==> config.mk <==
export PLATFORM = sky130hd
export DESIGN_NAME = imm_datapath
export DESIGN_NICKNAME = d
export VERILOG_FILES = /design/src/sv/imm_pkg.sv /design/src/sv/imm_ram.sv /design/src/sv/imm_datapath.sv
export SDC_FILE = /design/constraint.sdc
export NUM_CORES = 2
export LEC_CHECK = 0
export BUFFER_PORTS_ARGS = -buffer_cell sky130_fd_sc_hd__buf_2
export CORE_UTILIZATION = 45
export CTS_CLUSTER_SIZE = 10
export DETAILED_ROUTE_END_ITERATION = 7
export PLACE_DENSITY = 0.72
export SLEW_MARGIN = 30
export SYNTH_ARGS = -nofsm -noshare
export SYNTH_HDL_FRONTEND = slang
export SYNTH_SLANG_ARGS = --single-unit
==> constraint.sdc <==
create_clock -name clk -period 19.8 [get_ports clk]
set_input_delay 0.99 -clock clk [delete_from_list [all_inputs] [get_ports clk]]
set_output_delay 0.99 -clock clk [all_outputs]
set_load 0.02 [all_outputs]
==> src/sv/imm_pkg.sv <==
// ---------------------------------------------------------------------------
// imm_pkg: shared types and constants for the integer matrix multiplier
// Item structs, command codes, register indexes and controller/datapath
// interface structs.
// ---------------------------------------------------------------------------
`default_nettype none

package imm_pkg;

  localparam int MAX_DIM = 8;
  localparam int ELEM_W  = 32;
  localparam int IDX_W   = $clog2(MAX_DIM);
  localparam int DEPTH   = MAX_DIM * MAX_DIM;
  localparam int ADDR_W  = $clog2(DEPTH);
  localparam int DIM_W   = 4;
  localparam int CMD_W   = 2;
  localparam int CFG_IDX_W = 2;

  localparam logic [CMD_W-1:0] CMD_LOAD_A = 2'd0;
  localparam logic [CMD_W-1:0] CMD_LOAD_B = 2'd1;
  localparam logic [CMD_W-1:0] CMD_MUL    = 2'd2;

  localparam logic [CFG_IDX_W-1:0] CFG_A_ROWS    = 2'd0;
  localparam logic [CFG_IDX_W-1:0] CFG_INNER_DIM = 2'd1;
  localparam logic [CFG_IDX_W-1:0] CFG_B_COLS    = 2'd2;

  typedef struct packed {
    logic [CMD_W-1:0]         command;
    logic [IDX_W-1:0]         row_index;
    logic [IDX_W-1:0]         col_index;
    logic signed [ELEM_W-1:0] elem_value;
  } in_item_t;

  typedef struct packed {
    logic [IDX_W-1:0]         out_row;
    logic [IDX_W-1:0]         out_col;
    logic signed [ELEM_W-1:0] out_value;
    logic                     last;
  } out_item_t;

  // Tag that travels alongside one multiply-accumulate beat
  typedef struct packed {
    logic             valid;
    logic             first;
    logic             final_k;
    logic             zero;
    logic             last;
    logic [IDX_W-1:0] row;
    logic [IDX_W-1:0] col;
  } tag_t;

  typedef struct packed {
    logic             load_a;
    logic             load_b;
    logic [IDX_W-1:0] k;
    tag_t             tag;
  } dp_cmd_t;

  typedef struct packed {
    logic pipe_empty;
  } dp_status_t;

  function automatic logic [DIM_W-1:0] clamp_dim(input logic [DIM_W-1:0] d);
    return (d > DIM_W'(MAX_DIM)) ? DIM_W'(MAX_DIM) : d;
  endfunction

  function automatic logic [ADDR_W-1:0] addr_of(input logic [IDX_W-1:0] r,
                                                input logic [IDX_W-1:0] c);
    return ADDR_W'(r * MAX_DIM) + ADDR_W'(c);
  endfunction

endpackage

`default_nettype wire

==> src/sv/imm_ram.sv <==
// ---------------------------------------------------------------------------
// imm_ram: generic single-write, single-read RAM
// One write port and one read port with registered read data.
// ---------------------------------------------------------------------------
`default_nettype none

module imm_ram #(
  parameter int WIDTH = 32,
  parameter int DEPTH = 64,
  localparam int AW = $clog2(DEPTH)
) (
  input  logic             clk,
  input  logic             we,
  input  logic [AW-1:0]    waddr,
  input  logic [WIDTH-1:0] wdata,
  input  logic [AW-1:0]    raddr,
  output logic [WIDTH-1:0] rdata
);

  logic [WIDTH-1:0] mem [DEPTH];

  always_ff @(posedge clk) begin
    if (we) begin
      mem[waddr] <= wdata;
    end
    rdata <= mem[raddr];
  end

endmodule

`default_nettype wire

==> src/sv/imm_datapath.sv <==
// ---------------------------------------------------------------------------
// imm_datapath: element stores and multiply-accumulate pipeline
// Two RAMs hold A and B; read data feeds a registered multiplier and an
// accumulator that emits one product element per final inner step.
// ---------------------------------------------------------------------------
`default_nettype none

module imm_datapath (
  input  logic                clk,
  input  logic                rst,
  input  imm_pkg::in_item_t   item,
  input  imm_pkg::dp_cmd_t    dp_cmd,
  output imm_pkg::dp_status_t dp_status,
  output logic                result_strobe,
  output imm_pkg::out_item_t  result
);

  import imm_pkg::*;

  logic [ELEM_W-1:0] a_rd;
  logic [ELEM_W-1:0] b_rd;
  logic [ELEM_W-1:0] prod;
  logic [ELEM_W-1:0] acc;
  logic [ELEM_W-1:0] sum;
  tag_t              s1;
  tag_t              s2;

  imm_ram #(.WIDTH(ELEM_W), .DEPTH(DEPTH)) u_a_store (
    .clk   (clk),
    .we    (dp_cmd.load_a),
    .waddr (addr_of(item.row_index, item.col_index)),
    .wdata (item.elem_value),
    .raddr (addr_of(dp_cmd.tag.row, dp_cmd.k)),
    .rdata (a_rd)
  );

  imm_ram #(.WIDTH(ELEM_W), .DEPTH(DEPTH)) u_b_store (
    .clk   (clk),
    .we    (dp_cmd.load_b),
    .waddr (addr_of(item.row_index, item.col_index)),
    .wdata (item.elem_value),
    .raddr (addr_of(dp_cmd.k, dp_cmd.tag.col)),
    .rdata (b_rd)
  );

  // restart the sum on the first inner step of each element
  assign sum = (s2.first ? '0 : acc) + prod;

  assign dp_status.pipe_empty = !s1.valid && !s2.valid;

  always_ff @(posedge clk) begin
    if (rst) begin
      s1            <= '0;
      s2            <= '0;
      result_strobe <= 1'b0;
    end else begin
      s1            <= dp_cmd.tag;
      s2            <= s1;
      result_strobe <= s2.valid && s2.final_k;
    end
  end

  always_ff @(posedge clk) begin
    // low half of the product is the wrapped value
    prod <= s1.zero ? '0 : a_rd * b_rd;
    if (s2.valid) begin
      acc <= sum;
    end
    if (s2.valid && s2.final_k) begin
      result.out_row   <= s2.row;
      result.out_col   <= s2.col;
      result.out_value <= sum;
      result.last      <= s2.last;
    end
  end

`ifndef SYNTHESIS
  a_strobe_from_final: assert property (@(posedge clk) disable iff (rst)
    result_strobe |-> $past(s2.valid && s2.final_k))
    else $error("result beat without a final inner step");

  a_pipe_order: assert property (@(posedge clk) disable iff (rst)
    s2.valid |-> $past(s1.valid))
    else $error("product stage valid without read stage");
`endif

endmodule

`default_nettype wire

After elaboration in Yosys (flattened, before gate mapping)
Memory sizes are Yosys's and may differ from the RTL's. A register that Yosys moved wholly into a read port is not among the register bits.
Cells that the tools add are included.

storage, ports and cells
  bits in registers = 125
  RAM bits = 4096
  bits of input ports = 58
  output and inout port bits = 41
  word-level logic and storage cells = 36
  memories = 2

memories
  memory         depth  width  read ports  clocked after memory_dff  wr ports  line           RTL
  u_a_store.mem  64     32     1           1                         1         imm_ram.sv:20  logic [WIDTH-1:0] mem [DEPTH];
  u_b_store.mem  64     32     1           1                         1         imm_ram.sv:20

cells by class
  add/subtract/negate cells = 4
  multipliers = 1
  mux-type cells = 5
  reduce and logical (&&, ||, !) cells = 4

operators with widths
  operator           number
  $add 32x32->32     1
  $mul 32x32->32     1
  $mux 32            1
  $add 6x3->6        3
  $mux 1             4
  $logic_and 1x1->1  2
  $logic_not 1->1    2

Logic depth before layout (Yosys ltp)
  depth in word-level cells = 2
  depth in mapped cells = 25

By module
Synthesis repeated with hierarchy kept, for this count alone.

second synthesis, totals
  cell total of the unflattened synthesis = 8825
  area total of the unflattened synthesis = 178053.3 um^2

by module, submodules not included
  module        instances  cells each  area an instance (um^2)  seq. area each (um^2)
  imm_ram       2          3324        78515.3                  62139.6
  imm_datapath  1          2177        21022.7                  3213.1

Worst setup path before layout
OpenSTA, ideal clock, no wires.

  path type = reg2reg
  from = register u_b_store.rdata[2], read port of u_b_store.mem
  to = register prod[30]
  arrival time = 6.586 ns
  required time = 19.684 ns
  slack = 13.098 ns
  stages on the path, launching flop included = 24
  path buffers = 2
  period minus slack after synthesis = 6.702 ns
  cells stage by stage = dfxtp_1 > clkbuf_1 > clkbuf_1 > nand2_1 > fa_1 > fa_1 > fa_1 > fa_1 > inv_1 > fa_1 > fa_1 > inv_1 > fa_1 > inv_1 > fa_1 > ha_1 > a21o_1 > a21o_1 > a21oi_1 > o211ai_1 > o211ai_1 > a41oi_1 > or3_1 > and3b_1

on the way
  word-level cells in the longest chain between the ends = 1

ends and longest elaborated chain
  what                  line                RTL
  start, declared       imm_ram.sv:17       output logic [WIDTH-1:0] rdata
  $mul 32x32->32        imm_datapath.sv:65  prod <= s1.zero ? '0 : a_rd * b_rd;
  end signal, assigned  imm_datapath.sv:65
  end, declared         imm_datapath.sv:22  logic [ELEM_W-1:0] prod;

No other way between the ends.
A chain may end at the register's enable or synchronous reset.

Worst setup path in the final report
  from = register u_a_store.rdata[15], read port of u_a_store.mem
  to = register prod[28]

on the way
  word-level cells in the longest chain between the ends = 1

ends and longest elaborated chain
  what             line
  start, declared  imm_ram.sv:17
  $mul 32x32->32   imm_datapath.sv:65

No other way between the ends.

==> results.md <==
- Status: completed
- Arr. time, crit path: 8850 ps
- CTS hold repair buffers: 0
- R2r startpoint: u_a_store.rdata[15]
- R2r worst-path depth: 21
- CP cell instances: nand2_1 -> fa_1 -> fa_1 -> fa_1 -> fa_1 -> inv_1 -> fa_1 -> fa_1 -> inv_1 -> fa_1 -> fa_1 -> inv_1 -> ha_1 -> nand3_1 -> nor2_1 -> o211ai_1 -> o31ai_1 -> o21ai_0 -> o21ai_0 -> xnor2_1 -> nor2_1
- Clock root buffer: clkbuf_16
- Vias in the first global route: 89263
- FFs w/ async S/R, synth: 0%
- DIE HEIGHT: 630 µm
- F_max: 126 MHz
- CTS H-tree depth: 5
- Data required, critical path: between 20000 and 25000 ps
- Critical path depth in cells: 21
- Critical path's slowest cell: dfxtp_1
- First-pass detailed-route iteration total: 5
- Final ANT Viol Nets: 0
- I/O pin cnt: 99
- Initial Util: 45.2%
- Largest stage delay on the critical path: approximately 960 ps
- Slack of the worst reg-to-reg path: 11830 ps
- Die footprint: 397000 µm²
- Placer Congestion: between 0.8 and 0.9
- Mapped Area: 178000 µm²
- Critical path startpoint: u_a_store.rdata[15]
- Crit-path max FO: 17
- Setup CP Type: register to register
- Unrepaired setup endpoints after global routing: no
- Leading cell type in the layout, fill and taps excluded: edfxtp_1
- Routed vias: around 85000
- Post-synth cell types: 57
- Post-CTS Setup Bufs: 0
- Footprint of the multi-input gates: 47800 µm²
- Worst setup path end: prod[28]
- Post-route cell area: 199000 µm²
- Met3 wire length: 43200 µm
- Startpoint types: register
- Via-to-Cell Ratio: 6.12
- Fraction of layout cells with a size suffix above 1: 27.0%
- Final setup fails: 0
- Final wirelength: approximately 440000 µm
- Top sig layer: met5
- NumNets Final: 9197
- Syn Nets: 8791
- Syn Area/Cell: 21.7 µm²
- Die Wd: 630 µm
- Metal1 wirelength: 162000 µm
- Most frequent cells in the layout: edfxtp_1, mux4_2, clkbuf_16
- Fill cells: 29908
- # DRC: 0
- FF+latch count, synth: 4285
- Crit path buf inv count: 3
- CTS tree: built
- Relative slew margins: 23.1%
- Hold crit path type: input pin to register
- CP dominant cell by count: fa_1
- Wirelength per Cell: 31.7 µm
- Total track usage: 22.2%
- Port Buf Inserts: 96
- Metal2 WL: about 220000 µm
- First-pass GRT wire length: 634000 µm
- Post-CTS resize count: 0
- CTS sink cnt: 4285
- Ys Warns: 0
- Crit path capture type: register
- Clock buffer depth: 4
- Worst-Margin Slew: about 1200 ps
- Antenna violations before repair: between 70 and 80
- DPL Wire Length: 239000 µm
- Period utilization: about two fifths
- Worst-skew pair later-pin latency: 1010 ps
- Endpoints failing hold: 0
- Largest net degree at the start of global routing: 149
- Max Slew Vio Count: 0
- Worst Skew: 101 ps
- Clock transition at path regs: 60 ps
- Max Cap Viol: 0
- Post-synth EDFFs: 4167
- Seq/Total Area, Yosys: 71.8%
- Min-delay src: dp_cmd[7]
- Inserted Clock Buffers: 471
- Main synth FF type: edfxtp_1
- Gate Count Post-Synth: 8170
- Tmin final: 7970 ps
- CP delay by family, top: adder cells
- Reg-to-reg endpoint: prod[28]
- Final setup TNS: 0 ps
- Site Rows: 230
- Synthesis-to-finish area growth: 12.1%
- Gr ovfl total: 0
- Reg area: approximately 130000 µm²
- CORE AREA: about 390000 µm²
- DRT iter0 DRCs: 12079
- Placed instance area: 186000 µm²
Yosys cell counts (8+ instances only):
| cell type | n | area, µm² |
|---|---|---|
| nor2b_1 | 63 | 394 |
| buf_2 | 107 | 536 |
| o21a_1 | 11 | 82.6 |
| clkbuf_1 | 266 | 998 |
| mux2i_1 | 8 | 80.1 |
| buf_1 | 35 | 131 |
| a211oi_1 | 9 | 67.6 |
| nor3_1 | 14 | 70.1 |
| nor2_1 | 188 | 706 |
| fa_1 | 409 | 8190 |
| a21o_1 | 21 | 158 |
| inv_1 | 386 | 1450 |
| nand2_1 | 266 | 998 |
| nand3_1 | 22 | 110 |
| o21ai_0 | 31 | 155 |
| xnor2_1 | 78 | 683 |
| ha_1 | 154 | 1930 |
| dfxtp_1 | 118 | 2360 |
| a21oi_1 | 46 | 230 |
| xor2_1 | 29 | 254 |
| and2_1 | 311 | 1950 |
| mux4_2 | 1337 | 30100 |
| edfxtp_1 | 4167 | 125000 |
logic make-up (layout without fill, tap and decap cells):
kind of cell,count (synthesis),after routing,synth area share (%)
adder cells (fa/ha/maj),563,563,5.70
AND/OR/NAND/NOR,904,904,2.53
multiplexers,1352,1352,17.1
other,0,72,0
flip-flops,4285,4285,71.8
buffers and inverters,799,1304,1.79
AO/OA/AOI/OAI,159,159,0.572
XOR/XNOR,108,108,0.541
metrics by stage:
| stage | hold slack [ps] | setup slack [ps] | instances | util [%] |
|---|---|---|---|---|
| after detailed placement | 389 | 11880 | 13320 | 47.4 |
| after global routing | 191 | 11570 | 13960 | 50.7 |
| after global placement | 388 | 11670 | 13319 | 47.3 |
| final | 201 | 11830 | 13967 | 50.7 |
| after floorplan | 386 | 13100 | 8170 | - |
| after CTS | 138 | 11870 | 13892 | 50.6 |
per-layer routing:
layer | vias up | track usage [%]
met4 | 8 | 8.80
met1 | 45968 | 29.2
met5 | - | 0
met2 | 5016 | 36.9
met3 | 842 | 4.00
li1 | 33576 | -
worst min path at each step:
| stage | slack (ps) | end | cells past startpoint |
|---|---|---|---|
| 6_report | 200 | s1[7] | 2 |
| 5_1_grt | 190 | s1[7] | 2 |
| 4_1_cts | 140 | s1[7] | 2 |
| 3_5_place_dp | 390 | result[36] | 0 |
| 3_3_place_gp | 390 | result[0] | 0 |
| 2_1_floorplan | 390 | result[0] | 0 |
area by class of cell:
cell class / instances / share of cell area (%)
timing repair buffer: 346 / 1.35
inverter: 386 / 0.728
clock buffer: 536 / 6.08
sequential: 4285 / 64.1
antenna: 72 / 0.0905
multi-input combinational: 3086 / 24.0
tap: 5220 / 3.28
clock inverter: 36 / 0.368
state kept, by name (all words and copies together) (netlist names):
signal,cells
u_b_store.mem,2048
result,39
s1,11
u_a_store.mem,2048
s2,10
result_strobe,1
prod,32
acc,32
u_b_store.rdata,32
u_a_store.rdata,32
Power is left out: the tool's default activity adds up to more than one toggle a clock period on the data nets, which glitch-free logic cannot reach.
