[config.mk]
export PLATFORM = sky130hd
export DESIGN_NAME = imm_ctrl
export DESIGN_NICKNAME = d
export VERILOG_FILES = /design/src/sv/imm_pkg.sv /design/src/sv/imm_ctrl.sv
export SDC_FILE = /design/constraint.sdc
export NUM_CORES = 1
export LEC_CHECK = 0
export CAP_MARGIN = 20
export CORE_ASPECT_RATIO = 0.8
export CORE_MARGIN = 5
export CORE_UTILIZATION = 66
export CTS_CLUSTER_DIAMETER = 30
export CTS_CLUSTER_SIZE = 10
export DETAILED_ROUTE_END_ITERATION = 7
export DONT_BUFFER_PORTS = 1
export GPL_TIMING_DRIVEN = 0
export PLACE_DENSITY = 0.82
export SYNTH_ARGS = -nofsm -noshare
export SYNTH_HDL_FRONTEND = slang
export SYNTH_SLANG_ARGS = --single-unit
[constraint.sdc]
create_clock -name clk -period 3.9 [get_ports clk]
set_input_delay 0.195 -clock clk [delete_from_list [all_inputs] [get_ports clk]]
set_output_delay 0.195 -clock clk [all_outputs]
set_load 0.01 [all_outputs]
[src/sv/imm_pkg.sv]
// ---------------------------------------------------------------------------
// imm_pkg: shared types and constants for the integer matrix multiplier
// Item structs, command codes, register indexes and controller/datapath
// interface structs.
// ---------------------------------------------------------------------------
`default_nettype none

package imm_pkg;

  localparam int MAX_DIM = 8;
  localparam int ELEM_W  = 32;
  localparam int IDX_W   = $clog2(MAX_DIM);
  localparam int DEPTH   = MAX_DIM * MAX_DIM;
  localparam int ADDR_W  = $clog2(DEPTH);
  localparam int DIM_W   = 4;
  localparam int CMD_W   = 2;
  localparam int CFG_IDX_W = 2;

  localparam logic [CMD_W-1:0] CMD_LOAD_A = 2'd0;
  localparam logic [CMD_W-1:0] CMD_LOAD_B = 2'd1;
  localparam logic [CMD_W-1:0] CMD_MUL    = 2'd2;

  localparam logic [CFG_IDX_W-1:0] CFG_A_ROWS    = 2'd0;
  localparam logic [CFG_IDX_W-1:0] CFG_INNER_DIM = 2'd1;
  localparam logic [CFG_IDX_W-1:0] CFG_B_COLS    = 2'd2;

  typedef struct packed {
    logic [CMD_W-1:0]         command;
    logic [IDX_W-1:0]         row_index;
    logic [IDX_W-1:0]         col_index;
    logic signed [ELEM_W-1:0] elem_value;
  } in_item_t;

  typedef struct packed {
    logic [IDX_W-1:0]         out_row;
    logic [IDX_W-1:0]         out_col;
    logic signed [ELEM_W-1:0] out_value;
    logic                     last;
  } out_item_t;

  // Tag that travels alongside one multiply-accumulate beat
  typedef struct packed {
    logic             valid;
    logic             first;
    logic             final_k;
    logic             zero;
    logic             last;
    logic [IDX_W-1:0] row;
    logic [IDX_W-1:0] col;
  } tag_t;

  typedef struct packed {
    logic             load_a;
    logic             load_b;
    logic [IDX_W-1:0] k;
    tag_t             tag;
  } dp_cmd_t;

  typedef struct packed {
    logic pipe_empty;
  } dp_status_t;

  function automatic logic [DIM_W-1:0] clamp_dim(input logic [DIM_W-1:0] d);
    return (d > DIM_W'(MAX_DIM)) ? DIM_W'(MAX_DIM) : d;
  endfunction

  function automatic logic [ADDR_W-1:0] addr_of(input logic [IDX_W-1:0] r,
                                                input logic [IDX_W-1:0] c);
    return ADDR_W'(r * MAX_DIM) + ADDR_W'(c);
  endfunction

endpackage

`default_nettype wire

[src/sv/imm_ctrl.sv]
// ---------------------------------------------------------------------------
// imm_ctrl: sequencer for the matrix multiplier
// Holds the dimension registers, accepts commands and walks row, column
// and inner counters, issuing one multiply-accumulate beat per cycle.
// ---------------------------------------------------------------------------
`default_nettype none

module imm_ctrl (
  input  logic                          clk,
  input  logic                          rst,
  input  logic                          start,
  input  logic [imm_pkg::CMD_W-1:0]     command,
  input  logic                          cfg_we,
  input  logic [imm_pkg::CFG_IDX_W-1:0] cfg_index,
  input  logic [imm_pkg::DIM_W-1:0]     cfg_data,
  input  imm_pkg::dp_status_t           dp_status,
  output imm_pkg::dp_cmd_t              dp_cmd,
  output logic                          busy
);

  import imm_pkg::*;

  typedef enum logic [2:0] {
    ST_IDLE  = 3'b001,
    ST_RUN   = 3'b010,
    ST_DRAIN = 3'b100
  } state_t;

  state_t           state;
  state_t           state_next;
  logic [DIM_W-1:0] a_rows;
  logic [DIM_W-1:0] inner_dim;
  logic [DIM_W-1:0] b_cols;
  logic [DIM_W-1:0] nr;
  logic [DIM_W-1:0] nk;
  logic [DIM_W-1:0] nc;
  logic [IDX_W-1:0] row_cnt;
  logic [IDX_W-1:0] col_cnt;
  logic [IDX_W-1:0] k_cnt;
  logic             accept;
  logic             go;
  logic             row_last;
  logic             col_last;
  logic             k_last;

  assign nr = clamp_dim(a_rows);
  assign nk = clamp_dim(inner_dim);
  assign nc = clamp_dim(b_cols);

  assign busy   = (state != ST_IDLE);
  assign accept = start && !busy;
  assign go     = accept && (command == CMD_MUL) && (nr != '0) && (nc != '0);

  assign row_last = (DIM_W'(row_cnt) + DIM_W'(1)) == nr;
  assign col_last = (DIM_W'(col_cnt) + DIM_W'(1)) == nc;
  // an empty inner dimension still takes one beat, with a zero product
  assign k_last   = (nk == '0) || ((DIM_W'(k_cnt) + DIM_W'(1)) == nk);

  always_comb begin
    state_next = state;
    case (state)
      ST_IDLE: begin
        if (go) begin
          state_next = ST_RUN;
        end
      end
      ST_RUN: begin
        if (k_last && col_last && row_last) begin
          state_next = ST_DRAIN;
        end
      end
      ST_DRAIN: begin
        if (dp_status.pipe_empty) begin
          state_next = ST_IDLE;
        end
      end
      default: state_next = ST_IDLE;
    endcase
  end

  always_ff @(posedge clk) begin
    if (rst) begin
      state <= ST_IDLE;
    end else begin
      state <= state_next;
    end
  end

  always_ff @(posedge clk) begin
    if (rst) begin
      a_rows    <= DIM_W'(MAX_DIM);
      inner_dim <= DIM_W'(MAX_DIM);
      b_cols    <= DIM_W'(MAX_DIM);
    end else if (cfg_we) begin
      case (cfg_index)
        CFG_A_ROWS:    a_rows    <= cfg_data;
        CFG_INNER_DIM: inner_dim <= cfg_data;
        CFG_B_COLS:    b_cols    <= cfg_data;
        default:       ;
      endcase
    end
  end

  always_ff @(posedge clk) begin
    if (rst) begin
      row_cnt <= '0;
      col_cnt <= '0;
      k_cnt   <= '0;
    end else if (go) begin
      row_cnt <= '0;
      col_cnt <= '0;
      k_cnt   <= '0;
    end else if (state == ST_RUN) begin
      if (!k_last) begin
        k_cnt <= k_cnt + 1'b1;
      end else begin
        k_cnt <= '0;
        if (!col_last) begin
          col_cnt <= col_cnt + 1'b1;
        end else begin
          col_cnt <= '0;
          row_cnt <= row_cnt + 1'b1;
        end
      end
    end
  end

  always_comb begin
    dp_cmd.load_a      = accept && (command == CMD_LOAD_A);
    dp_cmd.load_b      = accept && (command == CMD_LOAD_B);
    dp_cmd.k           = k_cnt;
    dp_cmd.tag.valid   = (state == ST_RUN);
    dp_cmd.tag.first   = (k_cnt == '0);
    dp_cmd.tag.final_k = k_last;
    dp_cmd.tag.zero    = (nk == '0);
    dp_cmd.tag.last    = row_last && col_last;
    dp_cmd.tag.row     = row_cnt;
    dp_cmd.tag.col     = col_cnt;
  end

`ifndef SYNTHESIS
  a_cnt_bounds: assert property (@(posedge clk) disable iff (rst)
    (state == ST_RUN) |-> ((DIM_W'(row_cnt) < nr) && (DIM_W'(col_cnt) < nc)))
    else $error("element counter beyond the product size");

  a_idle_empty: assert property (@(posedge clk) disable iff (rst)
    !busy |-> dp_status.pipe_empty)
    else $error("idle with beats still in the pipeline");
`endif

endmodule

`default_nettype wire

# Yosys cells after proc, flatten, opt, wreduce, memory -nomap -nowiden
# Cells that the tools add are included.
# Widths: inputs -> output; s select.
[word_totals] elab_cells=63 regBits=24
[op_classes] n_reduce_logical=24 order_cmp=3 n_addsub=6 muxes=9 n_eq_ne=14
[ops] cell="$mux 3" n=5
[ops] cell="$add 3x1->4 const B" n=3
[ops] cell="$eq 4x4->1" n=3
[ops] cell="$gt 4x4->1 const B" n=3
[ops] cell="$mux 4" n=3
[ops] cell="$add 3x1->3 const B" n=3
[ops] cell="$logic_and 1x1->1" n=9
[ops] cell="$pmux 3 s3" n=1
[ops] cell="$reduce_and 2->1" n=4
[ops] cell="$reduce_bool 4->1" n=2
[ops] cell="$reduce_and 3->1" n=2
[ops] cell="$eq 2x1->1 const B" n=2
[ops] cell="$eq 2x2->1 const B" n=2
[ops] cell="$logic_not 2->1" n=2
[ops] cell="$logic_not 4->1" n=1
[ops] cell="$ne 2x2->1 const B" n=2
[ops] cell="$eq 3x1->1 const B" n=1
[ops] cell="$eq 3x2->1 const B" n=1
[ops] cell="$eq 3x3->1 const B" n=1
[ops] cell="$logic_not 3->1" n=1
[ops] cell="$ne 3x1->1 const B" n=1
[ops] cell="$ne 2x1->1 const B" n=1
[ops] cell="$reduce_or 2->1" n=1
[ops] cell="$logic_not 1->1" n=1
[ops] cell="$logic_or 1x1->1" n=1

# Logic depth before layout (Yosys ltp)
# Gate-level depths: netlist (run 1).
[depth] ltp_word=8 mapped_depth=9 ltp_nobuf=8

# Least setup slack after synthesis (run 1)
# Ideal clock, no wire load.
[synth_path] path_kind="reg2reg" start="reg k_cnt[0]" end="reg k_cnt[2]" n_path_buf=1 t_arrival_ps=2034 stages_incl_launch_ff=9 slack_ps=1795 setup_ps=70 required_ps=3830 cell_sequence="dfxtp_1 clkbuf_2 inv_1 ha_1 and3_1 o21ai_1 a32oi_4 or4b_1 a21oi_1"
[synth_via] elab_chain_cells=4
[synth_rtl] item="start: declaration" line="imm_ctrl.sv:39" rtl="logic [IDX_W-1:0] k_cnt;"
[synth_rtl] item="start signal: assignment" line="imm_ctrl.sv:115" rtl="k_cnt <= k_cnt + 1'b1;"
[synth_rtl] item="$add 3x1->4" line="imm_ctrl.sv:57" rtl="assign k_last = (nk == '0) || ((DIM_W'(k_cnt) + DIM_W'(1)) == nk);"
[synth_rtl] item="$eq 4x4->1" line="imm_ctrl.sv:57"
[synth_rtl] item="$logic_or 1x1->1" line="imm_ctrl.sv:57"
[synth_rtl] item="net k_last" line="imm_ctrl.sv:44" rtl="logic k_last;"
[synth_rtl] item="$mux 3" line="imm_ctrl.sv:114" rtl="if (!k_last) begin"
# The timed path passes the listed nets, and every way through them passes these cells.
# A chain may end at the register's enable or synchronous reset.

# Final worst setup path (run 1)
[layout_path] start="reg k_cnt[0]" end="out dp_cmd[8] (netlist name)"
[layout_via] elab_chain_cells=3
[layout_rtl] item="$add 3x1->4" line="imm_ctrl.sv:57"
[layout_rtl] item="$eq 4x4->1" line="imm_ctrl.sv:57"
[layout_rtl] item="$logic_or 1x1->1" line="imm_ctrl.sv:57"
[layout_rtl] item="end: declaration" line="imm_ctrl.sv:17" rtl="output imm_pkg::dp_cmd_t dp_cmd,"
# Every way passes these cells.

==> reports/qor.yml, run 1 <==
run_status:
  status: "finished clean"
detailed_routing:
  wl_per_cell_um: 15.7
  dr_total_vias: 1204
  final_antenna_net_count: 0
  via_per_inst: 6.27
  dr.first_iter.drc_count: 99
  drc: 0
  routed_wl_mm: 3.01
  drt_pass1_iterations: 4
worst_setup_path:
  path_cells: "clkbuf_2, inv_1, ha_1, xnor2_1, a32oi_1, a32oi_4, buf_4"
  slowest_stage: "dfxtp_1"
  worstSetupStartpointType: "flop"
  r2r_slack_ps: 1530
  path_max_fanout: 8
  worst-path-buf-inv: 3
  crit_required_ps: 3700
  arrival_ps: 2200
  critPathCaptureType: "output port"
  critPathKind: "reg2out"
  max_stage_delay_ps: 430
  crit_family: "compound AO/OA/AOI/OAI gates"
global_route:
  gr-total-overflow: 0
  grt_pass1_vias: 1141
  grt_max_degree: 15
  grt_use_total: 0.204
  grt_pass1_wl_mm: 4.92
  antenna_found_initial: 0
clock_network:
  clockBufferDepth: 2
  insertion_delay_ps: 320
  cts.sinks: 24
  cts-resized-gates: 0
  htree_levels: 1
  root_buffer: "clkbuf_4"
  clkTransAtPathRegs_ps: 130
  cts_tree: "yes"
  cts-buffers-inserted: 3
timing:
  layout_min_cycle_time_ps: 2390
  setup_violations: 0
  slew_headroom: 0.480
  worst_slew_pin_slew_ps: 779
  fin_worst_skew_ps: 6.27
  hold_viol: 0
  finalMaxSlewViolations: 0
  fmax_mhz: 418
  whs_ps: 19.2
  setup_tns_ps: 0
  rsz0062_at_grt: "no"
  period_share: 0.614
power_and_ir_drop:
  finalPower_mw: 0.475
  power.leakage_nw: 0.589
  p_per_area_nw_per_um2: 318
  ir_drop_mv: 0.290
finish:
  final_common_cell: "dfxtp_1"
  area_delta_synth_final_pct: 7.37
  seqCellArea_um2: 480
  final.fill_count: 140
  antenna_cells: 0
  drive_gt1_frac: 0.119
  final_cell_mix: "24 x dfxtp_1, 21 x nor2_1, 12 x nand2_1, 10 x mux2i_1, 9 x a21oi_1"
  final_nets: 186
  multi_input_area_um2: 857
die:
  die_h_um: 51.1
  core_area_um2: 1940
  boundaryPins: 30
  initial_core_util: 0.716
  std_cell_rows: 14
  die_w_um: 61.3
  die-area_um2: 3130
yosys:
  ys.flop_type: "dfxtp_1"
  synth_edf_count: 0
  synthCells: 162
  synth-async-reset-ratio: 0
  synth_cell_type_count: 50
  ys_ff_latch: 24
  yosysSeqAreaShare: 0.345
  syn-cell-area_um2: 1390
  synth_fp_nets: 179
  syn_area_per_cell_um2: 8.59
  yosys_warnings: 0
worst_hold_path:
  holdCritPathClass: "in2reg"
placed_design:
  place_congestion: 0.874
  portBuffers: 0
  place_hpwl_mm: 2.32
flow_run:
  drv_cap: 0
-- layout make-up --
cell class	count	share of cell area
Buffer	6	0.0184
Clock buffer	3	0.0151
Clock inverter	1	0.0201
Inverter	7	0.0176
Multi-Input combinational cell	125	0.574
Sequential cell	24	0.322
Tap cell	24	0.0201
Timing Repair Buffer	2	0.0134
-- flip-flops by register name, summed over array words and instances, names as in the netlist --
name	cells
a_rows	4
b_cols	4
col_cnt	3
inner_dim	4
k_cnt	3
row_cnt	3
state	3
-- cell usage after synthesis, types with 4 or more instances --
library cell   n  share of area
nor2_1        21          0.057
xnor2_1        4          0.025
a21oi_1        9          0.032
ha_1           4          0.036
dfxtp_1       24           0.35
nand2_1       12          0.032
inv_1          7          0.019
o21ai_0        4          0.014
mux2i_1       10          0.072
-- cell families after synthesis --
logic type | share of synthesized area
simple gates | 0.302
compound gates | 0.162
flops | 0.345
buf+inv | 0.0387
mux | 0.0719
xor+xnor | 0.0441
fa+ha+maj | 0.0360
-- worst paths after layout --
check             cells after the start            to         from
setup reg to reg                      9    row_cnt[2]     k_cnt[0]
setup / recovery                      7     dp_cmd[8]     k_cnt[0]
hold / removal                        2  inner_dim[2]  cfg_data[2]
hold reg to reg                       2     b_cols[2]    b_cols[2]
-- through the flow --
step	instance area, um2	cells	setup WS (ps)	util
finish	1490	192	1510	0.768
global route	1490	192	1370	0.768
CTS	1480	191	1500	0.763
detailed placement	1420	186	1590	0.731
global placement	1420	186	1640	0.731
floorplan	1390	162	1800	-
-- power by group --
| part | total [mW] | switching [mW] | internal (mW) | leakage (nW) |
|---|---|---|---|---|
| clock network | 0.179 | 0.0752 | 0.104 | 0.0279 |
| logic | 0.0378 | 0.0202 | 0.0176 | 0.367 |
| registers | 0.258 | 0.00765 | 0.251 | 0.195 |
-- metal layers --
metal	share of wire	track usage	up-vias
met5	0	0	-
met4	0.011	0.0353	0
met3	0.078	0.0831	8
met2	0.46	0.343	49
met1	0.45	0.245	548
li1	-	-	599
-- what timing repair did --
action,in CTS,in global routing
endpoints found under the hold margin,1,2
buffers inserted,0,0
hold buffers,1,1
(Power assumes the default switching activity.)
==> inputs of run 2 (changes only) <==
Settings changed: CORE_UTILIZATION 66 to 61, PLACE_DENSITY 0.82 to 0.77.
Clock period 3.9 ns to 2.3 ns, I/O delays scaled along.
==> reports/qor.yml, run 2 (synthesized netlist as in run 1, its figures left out) <==
run_status:
  status: "finished clean"
worst_setup_path:
  r2r-start: "k_cnt[0]"
  ff2ff_path_depth: 9  # unchanged
  critical_path.endpoint: "col_cnt[0]"
  slowest_stage: "dfxtp_4"
  r2r_slack_ps: 100  # -1430 ps
  path_max_fanout: 8  # unchanged
  critPathCaptureType: "flop"
  worst-path-buf-inv: 2  # -1
  max_stage_delay_ps: 390  # -40 ps
  crit_family: "compound AO/OA/AOI/OAI gates"
  arrival_ps: 2460  # +260 ps
  path_cells: "clkbuf_4, inv_1, ha_1, xnor2_1, a32oi_2, a32oi_4, nand2_4, or3_1, a21oi_2"
  crit_cells: 9  # +2
  worstSetupStartpoint: "k_cnt[0]"
  rr_endpoint: "col_cnt[0]"
  critPathKind: "reg2reg"
  crit_required_ps: 2560  # -1140 ps
  worstSetupStartpointType: "flop"
timing:
  period_share: 0.956
  finalMaxSlewViolations: 0  # unchanged
  setup_tns_ps: 0  # unchanged
  worst_slew_pin_slew_ps: 762  # -16.6 ps
  hold_viol: 0  # unchanged
  fin_worst_skew_ps: 6.67  # +0.398 ps
  fmax_mhz: 455
  finalWorstSetupSlack_ps: 100  # -1410 ps
  slew_headroom: 0.491  # +0.0111
  rsz0062_at_grt: "no"
  layout_min_cycle_time_ps: 2200
  setup_violations: 0  # unchanged
  whs_ps: 43.3  # +24.0 ps
clock_network:
  root_buffer: "clkbuf_4"
  insertion_delay_ps: 320  # about the same
  cts_tree: "yes"
  htree_levels: 1  # unchanged
  cts-buffers-inserted: 3  # unchanged
  clockBufferDepth: 2  # unchanged
  cts.sinks: 24  # unchanged
  clkTransAtPathRegs_ps: 130  # about the same
global_route:
  gr-total-overflow: 0  # unchanged
  grt_busiest_layer: "met2"
  grtUsageMet1: 0.226  # -0.0190
  met3_usage: 0.0644  # -0.0187
  grt_max_degree: 15  # unchanged
  grt_pass1_vias: 1107  # -3.0%
  antenna_found_initial: 0  # unchanged
  grt_use_total: 0.191  # -0.0129
  grtUsageMet2: 0.334  # -0.00885
  grt_pass1_wl_mm: 5.00  # +1.7%
finish:
  reg.largest.list: "a_rows: 4 flops, b_cols: 4 flops, inner_dim: 4 flops"
  final_cell_mix: "21 x nor2_1, 20 x dfxtp_1, 12 x nand2_1, 10 x mux2i_1, 9 x a21oi_1"
  final_common_cell: "nor2_1"
  post-route-util: 0.719  # -0.0489
  final.fill_count: 185  # +32%
  stdcell_count: 197  # +2.6%
  seqCellArea_um2: 488  # +1.6%
  antenna_cells: 0  # unchanged
  area_delta_synth_final_pct: 11.6
  final_nets: 190  # +2.2%
  stdcell_area_um2: 1550  # +3.9%
  drive_gt1_frac: 0.163  # +0.0437
  multi_input_area_um2: 870  # +1.5%
flow_run:
  drv_cap: 0  # unchanged
detailed_routing:
  via_per_inst: 6.22  # -0.76%
  final_antenna_net_count: 0  # unchanged
  dr.first_iter.drc_count: 67  # -32%
  routed_wl_mm: 3.07  # +2.0%
  dr_total_vias: 1226  # +1.8%
  drt_pass1_iterations: 4  # unchanged
  wl_per_cell_um: 15.6  # -0.63%
  drc: 0  # unchanged
die:
  die_w_um: 63.4  # +3.4%
  die_h_um: 52.7  # +3.2%
  die-area_um2: 3340  # +6.7%
  core_area_um2: 2160  # +11%
  std_cell_rows: 15  # +1
  boundaryPins: 30  # unchanged
  initial_core_util: 0.645  # -0.0709
power_and_ir_drop:
  finalPower_mw: 0.811  # +71%
  power.leakage_nw: 0.614  # +4.2%
  p_per_area_nw_per_um2: 522  # +64%
  ir_drop_mv: 0.483  # +67%
placed_design:
  place_congestion: 0.825  # -5.6%
  placed_area_um2: 1420  # about the same
  dp_worst_setup_slack_ps: -31.9  # -1630 ps
  placedCellCount: 187  # +0.54%
  portBuffers: 0  # unchanged
  place_hpwl_mm: 2.33  # +0.22%
worst_hold_path:
  holdCritPathClass: "in2reg"
-- run 2: cell types whose count changed in the layout (fill, tap and decap cells not counted), moves of 2 or more --
| cell | before | now |
|---|---|---|
| buf_4 | 1 | 3 |
| dfxtp_1 | 24 | 20 |
| dfxtp_2 | 0 | 3 |
| dlygate4sd3_1 | 2 | 4 |
-- run 2: worst reg2reg max path, delay by kind of cell, from the launching register on --
kind,cells,cell delay [ps]
AO/OA/AOI/OAI,3,570
AND/OR/NAND/NOR,2,450
XOR/XNOR,1,170
flip-flops,1,390
adder cells (fa/ha/maj),1,320
buffers and inverters,2,230
-- run 2: power by group --
| group | switching [mW] | internal (mW) |
|---|---|---|
| Clock | 0.128 | 0.176 |
| Sequential | 0.0126 | 0.424 |
| Combinational | 0.0372 | 0.0329 |
-- run 2: worst min path at each step --
stage                     cells after the start  slack, ps   startpoint   endpoint
after global placement                        1        240  cfg_data[3]  a_rows[3]
after CTS                                     3         40  cfg_data[3]  b_cols[3]
after detailed placement                      1        240  cfg_data[3]  a_rows[3]
final                                         3         40  cfg_data[3]  b_cols[3]
after floorplan                               1        230  cfg_data[3]  a_rows[3]
after global routing                          4         60   command[1]   state[1]
-- run 2: final cells by class --
cell class | count | share of cell area
flip-flops and latches | 24 | 0.314
repair buffers | 6 | 0.0355
clock buffers | 3 | 0.0145
clock inverters | 1 | 0.0193
plain buffers | 6 | 0.0193
inverters | 7 | 0.0169
multi-input cells | 125 | 0.560
well taps | 25 | 0.0201
-- run 2: timing repair --
| action | 4_1_cts | 5_1_grt |
|---|---|---|
| buffers inserted | 1 | 1 |
| gates resized for setup | 1 | 10 |
| pin swaps | 1 | 2 |
| hold buffers | 4 | 0 |
| hold endpoints to repair | 10 | 0 |
| endpoints found under the setup margin | 3 | 6 |
-- run 2: layer usage --
layer  part of all wire  wire [um]
met1               0.48       1460
met2               0.46       1410
met4             0.0052         16
met3              0.062        189
met5                  0          0
